### config.mk
export PLATFORM = sky130hd
export DESIGN_NAME = bvrs_ctrl
export DESIGN_NICKNAME = d
export VERILOG_FILES = /design/src/hdl/bit_vector_rank_select_unit_macros.svh /design/src/hdl/bvrs_pkg.sv /design/src/hdl/bvrs_ctrl.sv
export SDC_FILE = /design/constraint.sdc
export NUM_CORES = 1
export LEC_CHECK = 0
export BUFFER_PORTS_ARGS = -buffer_cell sky130_fd_sc_hd__buf_2
export CORE_AREA = 8 8 45 47
export CTS_BUF_LIST = sky130_fd_sc_hd__clkbuf_4 sky130_fd_sc_hd__clkbuf_8 sky130_fd_sc_hd__clkbuf_16
export DETAILED_ROUTE_END_ITERATION = 10
export DIE_AREA = 0 0 53 55
export PLACE_DENSITY = 0.57
export SLEW_MARGIN = 20
export SYNTH_ARGS = -nofsm -noshare
export SYNTH_HDL_FRONTEND = slang
export SYNTH_SLANG_ARGS = --single-unit
### constraint.sdc
create_clock -name clk -period 2.8 [get_ports clk]
set_input_delay 0 -clock clk [delete_from_list [all_inputs] [get_ports clk]]
set_output_delay 0 -clock clk [all_outputs]
set_load 0.01 [all_outputs]
### src/hdl/bit_vector_rank_select_unit_macros.svh
// Assertion macros used by the RTL datapath (bvrs_dp).
`ifndef BIT_VECTOR_RANK_SELECT_UNIT_MACROS_SVH
`define BIT_VECTOR_RANK_SELECT_UNIT_MACROS_SVH

`ifndef SYNTHESIS
`define BVRS_ASSERT_IMPLY(label, clk, rst_n, ante, cons) \
  label: assert property (@(posedge clk) disable iff (!rst_n) (ante) |-> (cons)) \
    else $error("assertion failed");
`define BVRS_ASSERT_NEXT(label, clk, rst_n, ante, cons) \
  label: assert property (@(posedge clk) disable iff (!rst_n) (ante) |=> (cons)) \
    else $error("assertion failed");
`else
`define BVRS_ASSERT_IMPLY(label, clk, rst_n, ante, cons)
`define BVRS_ASSERT_NEXT(label, clk, rst_n, ante, cons)
`endif

`endif

### src/hdl/bvrs_pkg.sv
package bvrs_pkg;

  localparam int MAX_BITS = 4096;
  localparam int TAB_DEPTH = MAX_BITS + 1;
  localparam int ADDR_W = $clog2(TAB_DEPTH);
  localparam int FIELD_W = 13;
  localparam int CMD_W = 3;
  localparam int IN_DATA_W = 32;
  localparam int OUT_DATA_W = 16;

  typedef enum logic [CMD_W-1:0] {
    CMD_CLEAR  = 3'd0,
    CMD_APPEND = 3'd1,
    CMD_ACCESS = 3'd2,
    CMD_RANK   = 3'd3,
    CMD_SELECT = 3'd4
  } cmd_code_t;

  typedef enum logic [1:0] {
    ST_OK     = 2'd0,
    ST_RANGE  = 2'd1,
    ST_FULL   = 2'd2,
    ST_ABSENT = 2'd3
  } st_code_t;

  typedef enum logic [1:0] {
    RD_POS_IN,
    RD_POS_NEXT,
    RD_MID
  } rd_sel_t;

  typedef enum logic [2:0] {
    RES_ZERO,
    RES_FULL,
    RES_RANGE,
    RES_ABSENT,
    RES_ACCESS,
    RES_RANK,
    RES_SELECT
  } res_sel_t;

  typedef enum logic [2:0] {
    S_IDLE,
    S_ACC1,
    S_ACC2,
    S_RANK1,
    S_SEL_CHK,
    S_SEL_CMP
  } state_t;

  typedef struct packed {
    logic     latch;
    logic     clear;
    logic     append;
    logic     rd_en;
    rd_sel_t  rd_sel;
    logic     cap_a;
    logic     search_init;
    logic     search_step;
    logic     done;
    res_sel_t res_sel;
  } dp_cmd_t;

  typedef struct packed {
    cmd_code_t cmd;
    logic      full;
    logic      access_bad;
    logic      rank_bad;
    logic      ord_bad;
    logic      search_more;
    logic      out_free;
  } dp_stat_t;

endpackage

### src/hdl/bvrs_ctrl.sv
module bvrs_ctrl (
  input  logic              clk,
  input  logic              rst_n,
  input  logic              in_tvalid,
  output logic              in_tready,
  input  bvrs_pkg::dp_stat_t stat,
  output bvrs_pkg::dp_cmd_t  cmd
);

  bvrs_pkg::state_t state_r, state_nxt;

  always_ff @(posedge clk) begin
    if (!rst_n) begin
      state_r <= bvrs_pkg::S_IDLE;
    end else begin
      state_r <= state_nxt;
    end
  end

  always_comb begin
    state_nxt   = state_r;
    in_tready   = 1'b0;
    cmd         = '0;
    cmd.rd_sel  = bvrs_pkg::RD_POS_IN;
    cmd.res_sel = bvrs_pkg::RES_ZERO;
    unique case (state_r)
      bvrs_pkg::S_IDLE: begin
        in_tready = stat.out_free;
        if (in_tvalid && stat.out_free) begin
          cmd.latch = 1'b1;
          case (stat.cmd)
            bvrs_pkg::CMD_CLEAR: begin
              cmd.clear = 1'b1;
              cmd.done  = 1'b1;
            end
            bvrs_pkg::CMD_APPEND: begin
              cmd.done = 1'b1;
              if (stat.full) begin
                cmd.res_sel = bvrs_pkg::RES_FULL;
              end else begin
                cmd.append = 1'b1;
              end
            end
            bvrs_pkg::CMD_ACCESS: begin
              if (stat.access_bad) begin
                cmd.done    = 1'b1;
                cmd.res_sel = bvrs_pkg::RES_RANGE;
              end else begin
                cmd.rd_en = 1'b1;
                state_nxt = bvrs_pkg::S_ACC1;
              end
            end
            bvrs_pkg::CMD_RANK: begin
              if (stat.rank_bad) begin
                cmd.done    = 1'b1;
                cmd.res_sel = bvrs_pkg::RES_RANGE;
              end else begin
                cmd.rd_en = 1'b1;
                state_nxt = bvrs_pkg::S_RANK1;
              end
            end
            bvrs_pkg::CMD_SELECT: begin
              if (stat.ord_bad) begin
                cmd.done    = 1'b1;
                cmd.res_sel = bvrs_pkg::RES_ABSENT;
              end else begin
                cmd.search_init = 1'b1;
                state_nxt       = bvrs_pkg::S_SEL_CHK;
              end
            end
            default: begin
              cmd.done = 1'b1;
            end
          endcase
        end
      end
      bvrs_pkg::S_ACC1: begin
        cmd.cap_a  = 1'b1;
        cmd.rd_en  = 1'b1;
        cmd.rd_sel = bvrs_pkg::RD_POS_NEXT;
        state_nxt  = bvrs_pkg::S_ACC2;
      end
      bvrs_pkg::S_ACC2: begin
        cmd.done    = 1'b1;
        cmd.res_sel = bvrs_pkg::RES_ACCESS;
        state_nxt   = bvrs_pkg::S_IDLE;
      end
      bvrs_pkg::S_RANK1: begin
        cmd.done    = 1'b1;
        cmd.res_sel = bvrs_pkg::RES_RANK;
        state_nxt   = bvrs_pkg::S_IDLE;
      end
      bvrs_pkg::S_SEL_CHK: begin
        if (stat.search_more) begin
          cmd.rd_en  = 1'b1;
          cmd.rd_sel = bvrs_pkg::RD_MID;
          state_nxt  = bvrs_pkg::S_SEL_CMP;
        end else begin
          cmd.done    = 1'b1;
          cmd.res_sel = bvrs_pkg::RES_SELECT;
          state_nxt   = bvrs_pkg::S_IDLE;
        end
      end
      bvrs_pkg::S_SEL_CMP: begin
        cmd.search_step = 1'b1;
        state_nxt       = bvrs_pkg::S_SEL_CHK;
      end
      default: begin
        state_nxt = bvrs_pkg::S_IDLE;
      end
    endcase
  end

endmodule

# ---- Word level (Yosys, flattened, before mapping)
# Cells that the tools add are included.
dict set report totals {
  ff_bits 3
  word_cells 53
  in_bits 12
  output_inout_bits 14
}
dict set report classes {
  n_eq_ne 14
  reduce_logical 4
  muxes 34
}
# op count
set op_table {}
lappend op_table {{$mux 4} 6}
lappend op_table {{$pmux 3 s4} 2}
lappend op_table {{$mux 3} 7}
lappend op_table {{$pmux 4 s4} 1}
lappend op_table {{$mux 1} 13}
lappend op_table {{$eq 3x2->1 const B} 4}
lappend op_table {{$eq 3x3->1 const B} 3}
lappend op_table {{$ne 3x3->1 const B} 3}
lappend op_table {{$pmux 3 s3} 1}
lappend op_table {{$eq 3x1->1 const B} 2}
lappend op_table {{$logic_not 3->1} 2}
lappend op_table {{$pmux 1 s3} 2}
lappend op_table {{$reduce_and 5->1} 1}
lappend op_table {{$ne 4x1->1 const B} 1}
lappend op_table {{$pmux 2 s2} 1}
lappend op_table {{$ne 2x2->1 const B} 1}
lappend op_table {{$pmux 1 s2} 1}
lappend op_table {{$logic_and 1x1->1} 1}

# ---- Logic depth before layout (Yosys ltp)
dict set report depth {
  word_depth 4
  mapped_depth 4
  ltp_nobuf 3
}

# ---- Worst setup path before layout
# No wires, ideal clock.
dict set report synth_path {
  kind {register -> output}
  start {reg state_r[1]}
  end {out cmd[10] in the netlist's numbering}
  path_stages_with_launch 5
  path_slack_ns 1.344
  arrival_time_ns 1.456
  n_path_buf 1
  required_time_ns 2.800
  cell_sequence {dfxtp_1 clkbuf_1 nor3_1 nand3_1 nor4_1}
}
# element line
set synth_rtl {}
lappend synth_rtl {{start, declared} bvrs_ctrl.sv:10} ;# bvrs_pkg::state_t state_r, state_nxt;
lappend synth_rtl {{start signal, assigned} bvrs_ctrl.sv:14} ;# state_r <= bvrs_pkg::S_IDLE;
lappend synth_rtl {{start signal, assigned} bvrs_ctrl.sv:16} ;# state_r <= state_nxt;
lappend synth_rtl {{end, declared} bvrs_ctrl.sv:7} ;# output bvrs_pkg::dp_cmd_t cmd

==> impl_metrics.ini <==
[sta]
timing.final.hold_violations = 0
finClkSkew_ns = 0.00311
finalCritPeriodShare_pct = 64.7
setup-violations-final = 0
setup_ws_ns = 0.988
finalCriticalPeriod_ns = 1.81
rsz0062_at_grt = false
fmax_mhz = 552
hold_slack_ns = 0.125
finalSetupTns_ns = 0
drv_slew = 0
worst_slew_pin_slew_ns = 0.760
relSlewSlack_pct = 48.0

[finish]
layout-drive-gt1-share_pct = 43.6
area_delta_synth_final_pct = 40.5
diodes = 0
largest_reg_flops = 3
fillCellCount = 155
stdcell_area_um2 = 543
instances_no_fill = 94
nets = 91
top_regs = state_r x3
regMostFlops = state_r
post-route-util_pct = 39.2

[clock_network]
cts_tree = yes
cts.path.max_buffers = 2
cts_resized = 0
clk_pin_slew_ns = 0.04
ctsRootBufferMaster = clkbuf_4
post-cts-setup-buffers = 0
htree_levels = 1
numCtsBuffers = 3
insertion_delay_ns = 0.23
clock-sinks = 3
ctsHoldBuffers = 0

[placed_design]
preCtsSetupSlack_ns = 1.25
place_area_um2 = 513
gp_congestion = 0.713
io_buffers = 25
place_inst = 90
hpwlAfterDp_um = 985

[floorplanning]
floorplan.die_area_mm2 = 0.00292
rows = 14
start_util_pct = 27.9
io_pins = 26
die_h_um = 55
core-area_mm2 = 0.00138
die_x_um = 53

[global_routing]
grt_pass1_vias = 452
grt_pass1_wl_mm = 2.06
grt_overflow_total = 0
antenna_found_initial = 0
grt_max_degree = 16
grt.total_usage_pct = 8.73

[pwr]
p_comb_share_pct = 25.4
clockPowerShare_pct = 49.1
seq_power_share_pct = 25.5
p_sw_uw = 48.7
switching_share_pct = 27.7
p_per_area_mw_per_mm2 = 324
leakage_nw = 0.273
peakVddDrop_v = 0.000111
p_int_uw = 127
totalPowerFinal_uw = 176

[yosys]
yosysWarnings = 0
netlist.top_cell.by_area = dfxtp_1
ys_async_sr_fraction_pct = 0
yosysSeqAreaShare_pct = 15.5
synth_top_cell_area_share_pct = 15.5
syn_inst = 53
synth_edf_count = 0
synthFlopType = dfxtp_1
synth_most_common_cell = nor3_1
synth.distinct_cells = 33
ys_ff_latch = 3
yosys-top-cells-area = dfxtp_1 16%, nand3b_1 5.8%, nor3_1 5.2%
synth.cell_area_um2 = 387
syn_area_per_cell_um2 = 7.29
syn-num-nets = 65

[worst_hold_path]
hold_path_class = in -> reg
min_path_cells = 3
min_to = state_r[1]
hold_path.startpoint = rst_n

[route]
first_iter_violations = 13
ant_nets = 0
vias_per_cell = 5.23
via_count = 492
routed_wl_mm = 1.27
first_pass_iters = 4
drc = 0
route.detailed.wl_per_inst_um = 13.5

[critical_path]
cp.arrival_ns = 1.81
cp.required_ns = 2.80
regToRegEndpoint = state_r[0]
r2r_slack_ns = 1.37
cp_num_buf_inv = 1
endpoint_kind = output port
critPathMaxFanout = 15
worstPathCellList = nor3_1, nand3_1, o31ai_1, buf_2
timing.rr.start = state_r[2]
ff2ff_path_depth = 2
crit_type = reg -> out
critPathLaunchType = flip-flop
slowest_stage = dfxtp_1
cp_slowest_stage_delay_ns = 0.43
cp_top_family = simple AND/OR/NAND/NOR gates

[status]
status = completed

[run]
drv_cap = 0
-- worst max path at each step --
stage          startpoint  slack [ns]  depth (start not counted)       to
2_1_floorplan  state_r[1]        1.34                          4  cmd[10]
3_3_place_gp   state_r[2]        1.29                          4   cmd[0]
3_5_place_dp   state_r[2]        1.25                          4   cmd[0]
4_1_cts        state_r[2]        0.97                          4   cmd[0]
5_1_grt        state_r[2]        0.79                          4  cmd[10]
6_report       state_r[2]        0.99                          4   cmd[0]
-- power by group through the flow --
| stage | clock, mW | combinational [mW] | sequential [mW] |
|---|---|---|---|
| 6_report | 0.0863 | 0.0447 | 0.0449 |
| 2_1_floorplan | 0 | 0.0269 | 0.0444 |
| 3_5_place_dp | 0 | 0.0451 | 0.0456 |
| 3_3_place_gp | 0 | 0.0451 | 0.0456 |
| 5_1_grt | 0.0947 | 0.0497 | 0.0450 |
| 4_1_cts | 0.0920 | 0.0452 | 0.0449 |
-- worst register-to-register path: stages (launching register included) --
cell and delay [ns]:
dfxtp_1 0.43, a2111oi_0 0.73, nor3_1 0.11
-- kinds of logic after synthesis --
| family | after synthesis | synth area share [%] |
|---|---|---|
| buffers and inverters | 9 | 9.71 |
| multiplexers | 1 | 2.59 |
| AO/OA/AOI/OAI | 14 | 27.8 |
| flip-flops | 3 | 15.5 |
| AND/OR/NAND/NOR | 26 | 44.3 |
-- cell usage in the layout (no fill, tap or decap), types with 2 or more instances in the layout --
master,instances
clkbuf_4,4
nor4_1,3
dfxtp_1,3
inv_1,3
nand3_1,2
nand3b_1,3
nor3b_1,2
buf_2,25
nor3_1,4
nor2b_1,2
o21ai_1,2
nand2_1,2
inv_2,2
o21ai_0,2
-- layer usage --
layer | global-route usage (%) | share of wire [%]
met1 | 10.5 | 42
met5 | 0 | 0
met4 | 3.88 | 0
met3 | 0 | 1.7
met2 | 16.0 | 56
-- layout make-up --
cell class / instances / area [um2] / share of cell area, %
Clock buffer: 4 / 30.0 / 5.53
Inverter: 5 / 18.8 / 3.46
Multi-Input combinational cell: 41 / 289 / 53.2
Sequential cell: 3 / 60.1 / 11.1
Tap cell: 16 / 20.0 / 3.69
Timing Repair Buffer: 25 / 125 / 23.0
(Power assumes the default switching activity.)
